<file path="src/hdl/imd_pkg.sv">
// ---------------------------------------------------------------------------
// imd_pkg: shared types and constants of the IMU motion detector
// Field widths, register indexes, reset values and the sequencer states.
// ---------------------------------------------------------------------------
package imd_pkg;

  // Largest window in valid samples (default of the top-level parameter)
  localparam int MAX_WINDOW_DEF = 1024;

  // Field widths
  localparam int SAMPLE_W   = 16;  // one signed IMU axis
  localparam int NORM_W     = 32;  // sum of three squares of a sample
  localparam int ROOT_W     = 16;  // integer square root of NORM_W bits
  localparam int QUOT_W     = 32;  // quotient of the window divisions
  localparam int TH_W       = 16;  // threshold registers
  localparam int VCNT_W     = 11;  // reported valid sample count
  localparam int CFG_IDX_W  = 4;   // configuration register index
  localparam int IN_TDATA_W = 96;  // six axes
  localparam int OUT_TDATA_W = 48; // accel_std, gyro_rms, valid_count, pad

  // Configuration register indexes
  localparam logic [CFG_IDX_W-1:0] REG_ACCEL_STD_TH = 4'd0;
  localparam logic [CFG_IDX_W-1:0] REG_GYRO_RMS_TH  = 4'd1;

  // Threshold reset values: 0.02 g in 1/4096 g, 8 dps in 1/16 dps
  localparam logic [TH_W-1:0] ACCEL_STD_TH_RST = 16'd82;
  localparam logic [TH_W-1:0] GYRO_RMS_TH_RST  = 16'd128;

  // Sequencer states
  typedef enum logic [3:0] {
    ST_IDLE,   // wait for a sample
    ST_SQ,     // squared norms of accel and gyro
    ST_ROOT,   // accel magnitude root
    ST_MSQ,    // magnitude squared, then accumulate
    ST_WCHK,   // window end: check for an empty window
    ST_WP,     // n * S2
    ST_WQ,     // S1 * S1
    ST_WNN,    // n * n
    ST_WDA,    // accel variance division
    ST_WRA,    // accel std root
    ST_WDG,    // gyro mean square division
    ST_WRG,    // gyro rms root
    ST_OUT     // hand the result to the output register
  } st_e;

endpackage

</file>
<file path="src/hdl/imd_sqnorm.sv">
// ---------------------------------------------------------------------------
// imd_sqnorm: bit-serial sum of three squares
// Squares three signed axes at once, one multiplier bit per cycle, MSB first.
// ---------------------------------------------------------------------------
module imd_sqnorm (
  input  logic                                clk_i,
  input  logic                                rst_ni,
  input  logic                                start_i,
  input  logic signed [imd_pkg::SAMPLE_W-1:0] x_i,
  input  logic signed [imd_pkg::SAMPLE_W-1:0] y_i,
  input  logic signed [imd_pkg::SAMPLE_W-1:0] z_i,
  output logic                                done_o,
  output logic [imd_pkg::NORM_W-1:0]          norm_o
);

  localparam int SW    = imd_pkg::SAMPLE_W;
  localparam int NW    = imd_pkg::NORM_W;
  localparam int CNT_W = $clog2(SW);

  function automatic logic [SW-1:0] abs_val(logic signed [SW-1:0] v);
    logic [SW-1:0] u;
    u = v;
    return v[SW-1] ? SW'(~u + 1'b1) : u;
  endfunction

  logic [SW-1:0]    ax_q, ay_q, az_q;
  logic [SW-1:0]    bx_q, by_q, bz_q;
  logic [SW-1:0]    bx_d, by_d, bz_d;
  logic [NW-1:0]    acc_q, acc_d;
  logic [CNT_W-1:0] cnt_q, cnt_d;
  logic             busy_q, busy_d;
  logic             done_q, done_d;

  // Shift-and-add step on all three axes
  always_comb begin
    acc_d  = acc_q;
    bx_d   = bx_q;
    by_d   = by_q;
    bz_d   = bz_q;
    cnt_d  = cnt_q;
    busy_d = busy_q;
    done_d = 1'b0;
    if (start_i) begin
      acc_d  = '0;
      bx_d   = abs_val(x_i);
      by_d   = abs_val(y_i);
      bz_d   = abs_val(z_i);
      cnt_d  = CNT_W'(SW - 1);
      busy_d = 1'b1;
    end else if (busy_q) begin
      acc_d = {acc_q[NW-2:0], 1'b0}
            + (bx_q[SW-1] ? NW'(ax_q) : '0)
            + (by_q[SW-1] ? NW'(ay_q) : '0)
            + (bz_q[SW-1] ? NW'(az_q) : '0);
      bx_d  = {bx_q[SW-2:0], 1'b0};
      by_d  = {by_q[SW-2:0], 1'b0};
      bz_d  = {bz_q[SW-2:0], 1'b0};
      cnt_d = cnt_q - 1'b1;
      if (cnt_q == '0) begin
        busy_d = 1'b0;
        done_d = 1'b1;
      end
    end
  end

  // Control state
  always_ff @(posedge clk_i or negedge rst_ni) begin
    if (!rst_ni) begin
      busy_q <= 1'b0;
      done_q <= 1'b0;
      cnt_q  <= '0;
    end else begin
      busy_q <= busy_d;
      done_q <= done_d;
      cnt_q  <= cnt_d;
    end
  end

  // Operands and accumulator
  always_ff @(posedge clk_i) begin
    if (start_i) begin
      ax_q <= abs_val(x_i);
      ay_q <= abs_val(y_i);
      az_q <= abs_val(z_i);
    end
    bx_q  <= bx_d;
    by_q  <= by_d;
    bz_q  <= bz_d;
    acc_q <= acc_d;
  end

  assign done_o = done_q;
  assign norm_o = acc_q;

endmodule

</file>
<file path="src/hdl/imd_isqrt.sv">
// ---------------------------------------------------------------------------
// imd_isqrt: digit-by-digit integer square root
// Produces one root bit per cycle from two radicand bits, floor result.
// ---------------------------------------------------------------------------
module imd_isqrt (
  input  logic                        clk_i,
  input  logic                        rst_ni,
  input  logic                        start_i,
  input  logic [imd_pkg::NORM_W-1:0]  arg_i,
  output logic                        done_o,
  output logic [imd_pkg::ROOT_W-1:0]  root_o
);

  localparam int NW    = imd_pkg::NORM_W;
  localparam int RTW   = imd_pkg::ROOT_W;
  localparam int RW    = RTW + 2;   // partial remainder, at most 2*root
  localparam int TW    = RW + 2;    // remainder with the next two bits
  localparam int CNT_W = $clog2(RTW);

  logic [NW-1:0]    v_q, v_d;
  logic [RW-1:0]    rem_q, rem_d;
  logic [RTW-1:0]   root_q, root_d;
  logic [CNT_W-1:0] cnt_q, cnt_d;
  logic             busy_q, busy_d;
  logic             done_q, done_d;
  logic [TW-1:0]    part;
  logic [TW-1:0]    trial;
  logic             fits;

  assign part  = {rem_q, v_q[NW-1 -: 2]};
  assign trial = TW'({root_q, 2'b01});
  assign fits  = part >= trial;

  // Next root bit
  always_comb begin
    v_d    = v_q;
    rem_d  = rem_q;
    root_d = root_q;
    cnt_d  = cnt_q;
    busy_d = busy_q;
    done_d = 1'b0;
    if (start_i) begin
      v_d    = arg_i;
      rem_d  = '0;
      root_d = '0;
      cnt_d  = CNT_W'(RTW - 1);
      busy_d = 1'b1;
    end else if (busy_q) begin
      v_d    = {v_q[NW-3:0], 2'b00};
      rem_d  = fits ? RW'(part - trial) : part[RW-1:0];
      root_d = {root_q[RTW-2:0], fits};
      cnt_d  = cnt_q - 1'b1;
      if (cnt_q == '0) begin
        busy_d = 1'b0;
        done_d = 1'b1;
      end
    end
  end

  // Control state
  always_ff @(posedge clk_i or negedge rst_ni) begin
    if (!rst_ni) begin
      busy_q <= 1'b0;
      done_q <= 1'b0;
      cnt_q  <= '0;
    end else begin
      busy_q <= busy_d;
      done_q <= done_d;
      cnt_q  <= cnt_d;
    end
  end

  // Datapath
  always_ff @(posedge clk_i) begin
    v_q    <= v_d;
    rem_q  <= rem_d;
    root_q <= root_d;
  end

  assign done_o = done_q;
  assign root_o = root_q;

endmodule

</file>
<file path="src/hdl/imd_mul.sv">
// ---------------------------------------------------------------------------
// imd_mul: bit-serial unsigned multiplier
// Adds the multiplicand once per multiplier bit, MSB first.
// ---------------------------------------------------------------------------
module imd_mul #(
  parameter int AW = 16,  // multiplicand width
  parameter int BW = 16,  // multiplier width, one bit per cycle
  parameter int PW = 32   // product width, wide enough for the products used
) (
  input  logic          clk_i,
  input  logic          rst_ni,
  input  logic          start_i,
  input  logic [AW-1:0] a_i,
  input  logic [BW-1:0] b_i,
  output logic          done_o,
  output logic [PW-1:0] prod_o
);

  localparam int CNT_W = $clog2(BW);

  logic [AW-1:0]    a_q;
  logic [BW-1:0]    b_q, b_d;
  logic [PW-1:0]    acc_q, acc_d;
  logic [CNT_W-1:0] cnt_q, cnt_d;
  logic             busy_q, busy_d;
  logic             done_q, done_d;

  // Shift-and-add step
  always_comb begin
    b_d    = b_q;
    acc_d  = acc_q;
    cnt_d  = cnt_q;
    busy_d = busy_q;
    done_d = 1'b0;
    if (start_i) begin
      b_d    = b_i;
      acc_d  = '0;
      cnt_d  = CNT_W'(BW - 1);
      busy_d = 1'b1;
    end else if (busy_q) begin
      acc_d = {acc_q[PW-2:0], 1'b0} + (b_q[BW-1] ? PW'(a_q) : '0);
      b_d   = {b_q[BW-2:0], 1'b0};
      cnt_d = cnt_q - 1'b1;
      if (cnt_q == '0) begin
        busy_d = 1'b0;
        done_d = 1'b1;
      end
    end
  end

  // Control state
  always_ff @(posedge clk_i or negedge rst_ni) begin
    if (!rst_ni) begin
      busy_q <= 1'b0;
      done_q <= 1'b0;
      cnt_q  <= '0;
    end else begin
      busy_q <= busy_d;
      done_q <= done_d;
      cnt_q  <= cnt_d;
    end
  end

  // Operands and accumulator
  always_ff @(posedge clk_i) begin
    if (start_i) begin
      a_q <= a_i;
    end
    b_q   <= b_d;
    acc_q <= acc_d;
  end

  assign done_o = done_q;
  assign prod_o = acc_q;

endmodule

</file>
<file path="src/hdl/imd_div.sv">
// ---------------------------------------------------------------------------
// imd_div: restoring divider, one quotient bit per cycle
// The caller guarantees the quotient fits QUOT_W bits, so the remainder
// starts from the dividend bits above the quotient and stays below 2*divisor.
// ---------------------------------------------------------------------------
module imd_div #(
  parameter int DW = 54,  // dividend width, above QUOT_W
  parameter int VW = 22   // divisor width, equal to DW - QUOT_W
) (
  input  logic                        clk_i,
  input  logic                        rst_ni,
  input  logic                        start_i,
  input  logic [DW-1:0]               num_i,
  input  logic [VW-1:0]               den_i,
  output logic                        done_o,
  output logic [imd_pkg::QUOT_W-1:0]  quot_o
);

  localparam int QW    = imd_pkg::QUOT_W;
  localparam int CNT_W = $clog2(QW);

  logic [VW-1:0]    den_q;
  logic [VW-1:0]    rem_q, rem_d;
  logic [QW-1:0]    low_q, low_d;
  logic [CNT_W-1:0] cnt_q, cnt_d;
  logic             busy_q, busy_d;
  logic             done_q, done_d;
  logic [VW:0]      part;
  logic             fits;

  assign part = {rem_q, low_q[QW-1]};
  assign fits = part >= {1'b0, den_q};

  // Trial subtract, quotient bits shift in where dividend bits leave
  always_comb begin
    rem_d  = rem_q;
    low_d  = low_q;
    cnt_d  = cnt_q;
    busy_d = busy_q;
    done_d = 1'b0;
    if (start_i) begin
      rem_d  = num_i[DW-1:QW];
      low_d  = num_i[QW-1:0];
      cnt_d  = CNT_W'(QW - 1);
      busy_d = 1'b1;
    end else if (busy_q) begin
      rem_d = fits ? VW'(part - {1'b0, den_q}) : part[VW-1:0];
      low_d = {low_q[QW-2:0], fits};
      cnt_d = cnt_q - 1'b1;
      if (cnt_q == '0) begin
        busy_d = 1'b0;
        done_d = 1'b1;
      end
    end
  end

  // Control state
  always_ff @(posedge clk_i or negedge rst_ni) begin
    if (!rst_ni) begin
      busy_q <= 1'b0;
      done_q <= 1'b0;
      cnt_q  <= '0;
    end else begin
      busy_q <= busy_d;
      done_q <= done_d;
      cnt_q  <= cnt_d;
    end
  end

  // Datapath
  always_ff @(posedge clk_i) begin
    if (start_i) begin
      den_q <= den_i;
    end
    rem_q <= rem_d;
    low_q <= low_d;
  end

  assign done_o = done_q;
  assign quot_o = low_q;

endmodule

</file>
<file path="src/hdl/imu_motion_detector.sv">
// ---------------------------------------------------------------------------
// imu_motion_detector: windowed accel std and gyro rms motion detector
// Accumulates IMU samples over a window and reports motion at its end.
// ---------------------------------------------------------------------------
// One sample per slave-side transaction. A sample flagged valid (while fewer
// than MAX_WINDOW samples have counted) adds its accel magnitude, the
// magnitude squared and the gyro squared norm to three sums; the sample with
// tlast ends the window and yields one master-side transaction with
// accel_std = isqrt((n*S2 - S1^2) / n^2), gyro_rms = isqrt(G / n), the motion
// flag and n; an empty window reports all zeros. A counted sample occupies
// the block while a 16-step serial square unit, a 16-step root unit and a
// 16-step serial multiplier run back to back. A sample that does not count
// leaves the block idle unless it ends the window. The window end runs an
// empty-window check, then three serial multiplications of 16+CW steps, two
// 32-step divisions and two 16-step roots, then the output load (CW = bits
// of the sample count, 11 by default). The result waits in an output
// register, so the next window starts while it is still pending; a window
// end that finds the register still full holds until it drains. Thresholds
// are written through the cfg port (index 0 accel, index 1 gyro) while the
// block is idle, a rule for the user that the block does not enforce.
// ---------------------------------------------------------------------------
module imu_motion_detector #(
  parameter int MAX_WINDOW = imd_pkg::MAX_WINDOW_DEF
) (
  input  logic                              clk_i,
  input  logic                              rst_ni,
  // sample stream
  input  logic                              s_axis_tvalid,
  output logic                              s_axis_tready,
  // accel_x, accel_y, accel_z, gyro_x, gyro_y, gyro_z (16 bits each)
  input  logic [imd_pkg::IN_TDATA_W-1:0]    s_axis_tdata,
  // imu_valid
  input  logic                              s_axis_tuser,
  input  logic                              s_axis_tlast,
  // result stream
  output logic                              m_axis_tvalid,
  input  logic                              m_axis_tready,
  // accel_std (16), gyro_rms (16), valid_count (11), 5 zero bits
  output logic [imd_pkg::OUT_TDATA_W-1:0]   m_axis_tdata,
  // moving
  output logic                              m_axis_tuser,
  // configuration writes
  input  logic                              cfg_valid_i,
  output logic                              cfg_ready_o,
  input  logic [imd_pkg::CFG_IDX_W-1:0]     cfg_index_i,
  input  logic [imd_pkg::TH_W-1:0]          cfg_data_i
);

  localparam int SW   = imd_pkg::SAMPLE_W;
  localparam int NW   = imd_pkg::NORM_W;
  localparam int RTW  = imd_pkg::ROOT_W;
  localparam int QW   = imd_pkg::QUOT_W;
  localparam int THW  = imd_pkg::TH_W;
  localparam int VCW  = imd_pkg::VCNT_W;
  localparam int CW   = $clog2(MAX_WINDOW + 1);  // sample count
  localparam int S1W  = RTW + CW;                // magnitude sum
  localparam int S2W  = NW + CW;                 // magnitude square sum
  localparam int GW   = NW + CW;                 // gyro square sum
  localparam int PW   = NW + 2 * CW;             // window products
  localparam int VW   = 2 * CW;                  // divisor width
  localparam int CXW  = (CW > VCW) ? CW : VCW;
  localparam int PADW = imd_pkg::OUT_TDATA_W - 2 * RTW - VCW;

  imd_pkg::st_e state_q, state_d;

  // Accumulators and window control
  logic [CW-1:0]  cnt_q;
  logic [S1W-1:0] s1_q;
  logic [S2W-1:0] s2_q;
  logic [GW-1:0]  g_q;
  logic           last_q;
  logic [THW-1:0] th_accel_q, th_gyro_q;
  logic           out_valid_q;

  // Window payload
  logic [PW-1:0]  p_q;
  logic [PW-1:0]  diff_q;
  logic [RTW-1:0] astd_q, grms_q;
  logic [RTW-1:0] out_astd_q, out_grms_q;
  logic [VCW-1:0] out_cnt_q;
  logic           out_mov_q;

  // Handshakes and unit controls
  logic           in_acc;
  logic           take;
  logic           out_load;
  logic           sq_start, sq_done_a, sq_done_g;
  logic [NW-1:0]  norm_a, norm_g;
  logic           rt_start, rt_done;
  logic [NW-1:0]  rt_arg;
  logic [RTW-1:0] root;
  logic           mm_start, mm_done;
  logic [NW-1:0]  mm_prod;
  logic           mw_start, mw_done;
  logic [S2W-1:0] mw_a;
  logic [S1W-1:0] mw_b;
  logic [PW-1:0]  mw_prod;
  logic           dv_start, dv_done;
  logic [PW-1:0]  dv_num;
  logic [VW-1:0]  dv_den;
  logic [QW-1:0]  quot;
  logic [CXW-1:0] cnt_x;

  assign in_acc = s_axis_tvalid && s_axis_tready;
  assign take   = s_axis_tuser && (cnt_q < CW'(MAX_WINDOW));
  assign cnt_x  = CXW'(cnt_q);

  // Serial units
  imd_sqnorm u_sq_accel (
    .clk_i   (clk_i),
    .rst_ni  (rst_ni),
    .start_i (sq_start),
    .x_i     ($signed(s_axis_tdata[0*SW +: SW])),
    .y_i     ($signed(s_axis_tdata[1*SW +: SW])),
    .z_i     ($signed(s_axis_tdata[2*SW +: SW])),
    .done_o  (sq_done_a),
    .norm_o  (norm_a)
  );

  imd_sqnorm u_sq_gyro (
    .clk_i   (clk_i),
    .rst_ni  (rst_ni),
    .start_i (sq_start),
    .x_i     ($signed(s_axis_tdata[3*SW +: SW])),
    .y_i     ($signed(s_axis_tdata[4*SW +: SW])),
    .z_i     ($signed(s_axis_tdata[5*SW +: SW])),
    .done_o  (sq_done_g),
    .norm_o  (norm_g)
  );

  imd_isqrt u_isqrt (
    .clk_i   (clk_i),
    .rst_ni  (rst_ni),
    .start_i (rt_start),
    .arg_i   (rt_arg),
    .done_o  (rt_done),
    .root_o  (root)
  );

  imd_mul #(
    .AW (RTW),
    .BW (RTW),
    .PW (NW)
  ) u_mul_mag (
    .clk_i   (clk_i),
    .rst_ni  (rst_ni),
    .start_i (mm_start),
    .a_i     (root),
    .b_i     (root),
    .done_o  (mm_done),
    .prod_o  (mm_prod)
  );

  imd_mul #(
    .AW (S2W),
    .BW (S1W),
    .PW (PW)
  ) u_mul_win (
    .clk_i   (clk_i),
    .rst_ni  (rst_ni),
    .start_i (mw_start),
    .a_i     (mw_a),
    .b_i     (mw_b),
    .done_o  (mw_done),
    .prod_o  (mw_prod)
  );

  imd_div #(
    .DW (PW),
    .VW (VW)
  ) u_div (
    .clk_i   (clk_i),
    .rst_ni  (rst_ni),
    .start_i (dv_start),
    .num_i   (dv_num),
    .den_i   (dv_den),
    .done_o  (dv_done),
    .quot_o  (quot)
  );

  // Next state
  always_comb begin
    state_d = state_q;
    unique case (state_q)
      imd_pkg::ST_IDLE: begin
        if (in_acc) begin
          if (take) begin
            state_d = imd_pkg::ST_SQ;
          end else if (s_axis_tlast) begin
            state_d = imd_pkg::ST_WCHK;
          end
        end
      end
      imd_pkg::ST_SQ:   if (sq_done_a && sq_done_g) state_d = imd_pkg::ST_ROOT;
      imd_pkg::ST_ROOT: if (rt_done) state_d = imd_pkg::ST_MSQ;
      imd_pkg::ST_MSQ: begin
        if (mm_done) begin
          state_d = last_q ? imd_pkg::ST_WCHK : imd_pkg::ST_IDLE;
        end
      end
      imd_pkg::ST_WCHK: state_d = (cnt_q == '0) ? imd_pkg::ST_OUT : imd_pkg::ST_WP;
      imd_pkg::ST_WP:   if (mw_done) state_d = imd_pkg::ST_WQ;
      imd_pkg::ST_WQ:   if (mw_done) state_d = imd_pkg::ST_WNN;
      imd_pkg::ST_WNN:  if (mw_done) state_d = imd_pkg::ST_WDA;
      imd_pkg::ST_WDA:  if (dv_done) state_d = imd_pkg::ST_WRA;
      imd_pkg::ST_WRA:  if (rt_done) state_d = imd_pkg::ST_WDG;
      imd_pkg::ST_WDG:  if (dv_done) state_d = imd_pkg::ST_WRG;
      imd_pkg::ST_WRG:  if (rt_done) state_d = imd_pkg::ST_OUT;
      imd_pkg::ST_OUT:  if (out_load) state_d = imd_pkg::ST_IDLE;
      default:          state_d = imd_pkg::ST_IDLE;
    endcase
  end

  // Unit starts and operand selection
  always_comb begin
    s_axis_tready = 1'b0;
    sq_start      = 1'b0;
    rt_start      = 1'b0;
    rt_arg        = norm_a;
    mm_start      = 1'b0;
    mw_start      = 1'b0;
    mw_a          = s2_q;
    mw_b          = S1W'(cnt_q);
    dv_start      = 1'b0;
    dv_num        = diff_q;
    dv_den        = mw_prod[VW-1:0];
    out_load      = 1'b0;
    unique case (state_q)
      imd_pkg::ST_IDLE: begin
        s_axis_tready = 1'b1;
        sq_start      = in_acc && take;
      end
      imd_pkg::ST_SQ: begin
        rt_start = sq_done_a && sq_done_g;
        rt_arg   = norm_a;
      end
      imd_pkg::ST_ROOT: mm_start = rt_done;
      imd_pkg::ST_MSQ:  ;
      imd_pkg::ST_WCHK: begin
        mw_start = (cnt_q != '0);
        mw_a     = s2_q;
        mw_b     = S1W'(cnt_q);
      end
      imd_pkg::ST_WP: begin
        mw_start = mw_done;
        mw_a     = S2W'(s1_q);
        mw_b     = s1_q;
      end
      imd_pkg::ST_WQ: begin
        mw_start = mw_done;
        mw_a     = S2W'(cnt_q);
        mw_b     = S1W'(cnt_q);
      end
      imd_pkg::ST_WNN: begin
        dv_start = mw_done;
        dv_num   = diff_q;
        dv_den   = mw_prod[VW-1:0];
      end
      imd_pkg::ST_WDA: begin
        rt_start = dv_done;
        rt_arg   = quot;
      end
      imd_pkg::ST_WRA: begin
        dv_start = rt_done;
        dv_num   = PW'(g_q);
        dv_den   = VW'(cnt_q);
      end
      imd_pkg::ST_WDG: begin
        rt_start = dv_done;
        rt_arg   = quot;
      end
      imd_pkg::ST_WRG:  ;
      imd_pkg::ST_OUT:  out_load = !out_valid_q || m_axis_tready;
      default:          ;
    endcase
  end

  // Sequencer, accumulators, thresholds and output valid
  always_ff @(posedge clk_i or negedge rst_ni) begin
    if (!rst_ni) begin
      state_q     <= imd_pkg::ST_IDLE;
      cnt_q       <= '0;
      s1_q        <= '0;
      s2_q        <= '0;
      g_q         <= '0;
      last_q      <= 1'b0;
      th_accel_q  <= imd_pkg::ACCEL_STD_TH_RST;
      th_gyro_q   <= imd_pkg::GYRO_RMS_TH_RST;
      out_valid_q <= 1'b0;
    end else begin
      state_q <= state_d;
      // Hold the window-end mark of the sample in work
      if (in_acc) begin
        last_q <= s_axis_tlast;
      end
      // Accumulate a counted sample
      if (state_q == imd_pkg::ST_MSQ && mm_done) begin
        cnt_q <= cnt_q + 1'b1;
        s1_q  <= s1_q + S1W'(root);
        s2_q  <= s2_q + S2W'(mm_prod);
        g_q   <= g_q + GW'(norm_g);
      end
      // Clear the sums once the result is handed over
      if (out_load) begin
        cnt_q <= '0;
        s1_q  <= '0;
        s2_q  <= '0;
        g_q   <= '0;
      end
      // Output register valid
      if (out_load) begin
        out_valid_q <= 1'b1;
      end else if (m_axis_tready) begin
        out_valid_q <= 1'b0;
      end
      // Threshold writes; other indexes drop
      if (cfg_valid_i) begin
        unique case (cfg_index_i)
          imd_pkg::REG_ACCEL_STD_TH: th_accel_q <= cfg_data_i;
          imd_pkg::REG_GYRO_RMS_TH:  th_gyro_q  <= cfg_data_i;
          default:                   ;
        endcase
      end
    end
  end

  // Window arithmetic and output payload
  always_ff @(posedge clk_i) begin
    if (state_q == imd_pkg::ST_WP && mw_done) begin
      p_q <= mw_prod;
    end
    // Clamp a negative variance numerator to zero
    if (state_q == imd_pkg::ST_WQ && mw_done) begin
      diff_q <= (p_q > mw_prod) ? p_q - mw_prod : '0;
    end
    if (state_q == imd_pkg::ST_WCHK && cnt_q == '0) begin
      astd_q <= '0;
      grms_q <= '0;
    end
    if (state_q == imd_pkg::ST_WRA && rt_done) begin
      astd_q <= root;
    end
    if (state_q == imd_pkg::ST_WRG && rt_done) begin
      grms_q <= root;
    end
    if (out_load) begin
      out_astd_q <= astd_q;
      out_grms_q <= grms_q;
      out_cnt_q  <= cnt_x[VCW-1:0];
      out_mov_q  <= (astd_q > th_accel_q) || (grms_q > th_gyro_q);
    end
  end

  assign cfg_ready_o   = 1'b1;
  assign m_axis_tvalid = out_valid_q;
  assign m_axis_tdata  = {{PADW{1'b0}}, out_cnt_q, out_grms_q, out_astd_q};
  assign m_axis_tuser  = out_mov_q;

endmodule
</file>
<file path="config.mk">
export PLATFORM = sky130hd
export DESIGN_NAME = imu_motion_detector
export DESIGN_NICKNAME = d
export VERILOG_FILES = /design/src/hdl/imd_pkg.sv /design/src/hdl/imd_sqnorm.sv /design/src/hdl/imd_isqrt.sv /design/src/hdl/imd_mul.sv /design/src/hdl/imd_div.sv /design/src/hdl/imu_motion_detector.sv
export SDC_FILE = /design/constraint.sdc
export NUM_CORES = 2
export LEC_CHECK = 0
export BUFFER_PORTS_ARGS = -buffer_cell sky130_fd_sc_hd__buf_2
export CAP_MARGIN = 10
export CORE_UTILIZATION = 53
export CTS_CLUSTER_SIZE = 30
export DETAILED_ROUTE_END_ITERATION = 10
export PLACE_DENSITY = 0.73
export SYNTH_ARGS = -nofsm -noshare
export SYNTH_HDL_FRONTEND = slang
export SYNTH_SLANG_ARGS = --single-unit
</file>
<file path="constraint.sdc">
create_clock -name clk_i -period 5.8 [get_ports clk_i]
set_input_delay 0.29 -clock clk_i [delete_from_list [all_inputs] [get_ports clk_i]]
set_output_delay 0.29 -clock clk_i [all_outputs]
set_load 0.02 [all_outputs]
</file>
==> results_dict.tcl <==
set metrics [dict create \
    wl_met2_um 61700 \
    cts-htree-levels 3 \
    core_sq_um 106000 \
    synthToLayoutAreaGrowth_pct 11.7 \
    yosys.area_share.simple 0.161 \
    synth-seq-cells 970 \
    avgSynthCellArea_sq_um 9.71 \
    grt_max_degree 108 \
    setup_violations 0 \
    drcViolationCount 19 \
    syn_inst 5820 \
    io_pins 175 \
    peakVddDrop_v 0.000338 \
    met1Wirelength_um 64700 \
    post_cts_buffers 0 \
    hpwlAfterDp_um 101000 \
    slew_viol_final 0 \
    overflow 0 \
    synth_area_leaders "edfxtp_1 (31%), dfrtp_1 (8.7%), ha_1 (6.9%)" \
    synth_edf_count 586 \
    min_path_type "input port to register" \
    grt_pass1_wl_um 222000 \
    cts_tree "yes" \
    start_util 0.536 \
    cts_resized 0 \
    cts-buffers-inserted 105 \
    finalNetCount 6498 \
    routed.top_layer "met5" \
    cts_buffer_depth 3 \
    startpoint_type "register" \
    drt_iter0_drc 3916 \
    rsz0062_at_grt "no" \
    vias 43200 \
    synth_area_sq_um 56500 \
    violations "design-rule violations" \
    antenna_found_initial 3 \
    cp.arrival_ps 5220 \
    worstHoldEndpoint "u_sq_gyro.az_q[3]$_DFFE_PP_" \
    max_freq_ghz 0.213 \
    worst_pin_slew_ps 1150 \
    antenna_cells 0 \
    yosysUniqueCellTypes 100 \
    yosysTopAreaCell "edfxtp_1" \
    p_leak_nw 26.9 \
    io_buffers 168 \
    dr_wl_met3_um 9770 \
    yosysWarnings 0 \
    p_int_mw 19.3 \
    p_sw_mw 12.7 \
    hold_path_depth 2 \
    p_seq_frac 0.333 \
    utilization 0.598 \
    die_x_um 329 \
    row_count 119 \
    finalCritPeriodShare 0.808 \
    ant_nets 0 \
    ff2ff_setup_slack_ps 1110 \
    hold_buffers 92 \
    run_status "finished, violations left" \
    hold_viol_final 0 \
    cts_sinks 970 \
    min_from "s_axis_tdata[83]" \
    synth_top_family_by_area "simple AND/OR/NAND/NOR gates" \
    crit_required_ps 6340 \
    clk_pin_slew_ps 60 \
    dpl.cell_count 7182 \
    insertion_delay_ps 690 \
    endpoint_kind "register" \
    grtUsageTotal 0.255 \
    synth-compound-area-share 0.142 \
    hold_ws_ps 33.9 \
    min_period_ps 4690 \
    drt_first_pass_iters 9 \
    dieArea_sq_um 108000 \
    skew_ps 13.7 \
    p_per_area_nw_per_um2 507 \
    grt_pass1_vias 40500 \
    max_cap_violations 0 \
    r2r_start "u_sq_gyro.bz_q[15]$_DFFE_PP_" \
    finalSetupTns_ps 0 \
    synth_top_area_frac 0.311 \
    synth_common_cells "nand2_1 (804), edfxtp_1 (586), nor2_1 (509), o21ai_0 (447), inv_1 (328)" \
    wire_per_inst_um 18.8 \
    wl_um 140000 \
    routabilityCongestion 0.923 \
    switching_share 0.396 \
    ys.flop_type "edfxtp_1" \
    critical_path.max_fanout 16 \
    synthAdderAreaFrac 0.0944 \
    layout.cells.non_filler 7475 \
    async_flop_share 0.206 \
    synth.mux.area_fraction 0.0373 \
    relSlewSlack 0.235 \
    vias_per_cell 5.79 \
    p_comb_frac 0.451 \
    crit_path_start "u_sq_gyro.bz_q[15]$_DFFE_PP_" \
    p_clk_frac 0.216 \
    synthMostInstantiatedCell "nand2_1" \
    yosysSeqAreaShare 0.465 \
    die_h_um 329 \
    cts.root.buffer_cell "clkbuf_16" \
    synth-xor-area-share 0.0610 \
    reg2reg_to "u_sq_gyro.norm_o[20]$_SDFFE_PP0P_" \
    reg2regPathDepth 18 \
    drive_gt1_frac 0.0776 \
    critPathKind "register to register" \
]
[worst max-delay path by stage]
stage / to / slack (ps) / depth (start not counted)
after floorplan: u_sq_accel.ax_q[0]$_DFFE_PP_ / 40 / 6
after global placement: u_sq_gyro.norm_o[31]$_SDFFE_PP0P_ / 1300 / 16
after detailed placement: u_sq_gyro.norm_o[29]$_SDFFE_PP0P_ / 1220 / 16
after CTS: u_sq_gyro.norm_o[20]$_SDFFE_PP0P_ / 1070 / 18
after global routing: u_sq_gyro.norm_o[29]$_SDFFE_PP0P_ / 790 / 16
final: u_sq_gyro.norm_o[20]$_SDFFE_PP0P_ / 1110 / 18
[per-layer routing]
metal / up-vias / GRT usage
met1: 20700 / 0.377
li1: 20900 / -
met5: - / 0
met4: 2 / 0.0784
met2: 1439 / 0.384
met3: 236 / 0.0402
[critical path, cell delays in order, from the launching register on]
cell and delay (ps):
edfxtp_1 560, and2_1 240, fa_1 540, inv_1 50, fa_1 490, inv_1 40
ha_1 220, fa_1 400, a21oi_1 170, o21bai_1 100, a21oi_1 190, o21ai_0 160
a41oi_1 320, a21oi_1 180, a311oi_1 300, buf_4 210, nor2_1 70, xnor2_1 160
o21ai_0 110
[power by group through the flow]
stage	Sequential, mW	Clock, mW	Combinational, mW
6_report	10.7	6.92	14.5
3_5_place_dp	10.8	0	14.1
5_1_grt	10.8	7.29	16.2
2_1_floorplan	10.1	0	11.4
4_1_cts	10.6	7.03	14.4
3_3_place_gp	10.7	0	13.8
[stage by stage]
| stage | power, mW | setup slack [ps] | area (sq um) |
|---|---|---|---|
| 2_1_floorplan | 21.5 | 43.8 | 56500 |
| 3_3_place_gp | 24.6 | 1300 | 58600 |
| 3_5_place_dp | 24.9 | 1220 | 58600 |
| 4_1_cts | 32.0 | 1070 | 63100 |
| 5_1_grt | 34.3 | 794 | 63200 |
| 6_report | 32.0 | 1110 | 63200 |
[cells by family after synthesis]
| group | count (synthesis) |
|---|---|
| xor+xnor | 394 |
| other cells | 2 |
| simple gates | 1995 |
| compound gates | 1290 |
| fa+ha+maj | 384 |
| flops | 970 |
| buf+inv | 578 |
| mux | 207 |
[area by class of cell]
type,instances,area [sq um]
Clock buffer,155,3110
Clock inverter,45,485
Fill cell,8603,42400
Inverter,333,1260
Multi-Input combinational cell,4276,28100
Sequential cell,970,26300
Tap cell,1391,1740
Timing Repair Buffer,305,2130
[sequential cells by signal, indices dropped and copies added, names as in the netlist, 27 cells and up]
signal,count
s1_q,27
u_isqrt.v_q,32
u_div.quot_o,32
u_mul_mag.prod_o,32
u_sq_accel.norm_o,32
u_mul_win.prod_o,54
u_sq_gyro.norm_o,32
p_q,54
g_q,43
u_mul_win.b_q,27
s2_q,43
u_mul_win.a_q,43
diff_q,54
[layout by cell type (no fill, tap or decap), drive strengths merged, types with 184 or more instances in the layout]
cell type	count
a21oi	308
buf	213
dfrtp	196
dfxtp	184
edfxtp	586
ha	313
inv	336
nand2	804
nor2	509
o21ai	458
xnor2	247
Note: power is estimated with default switching activity, not from simulation.
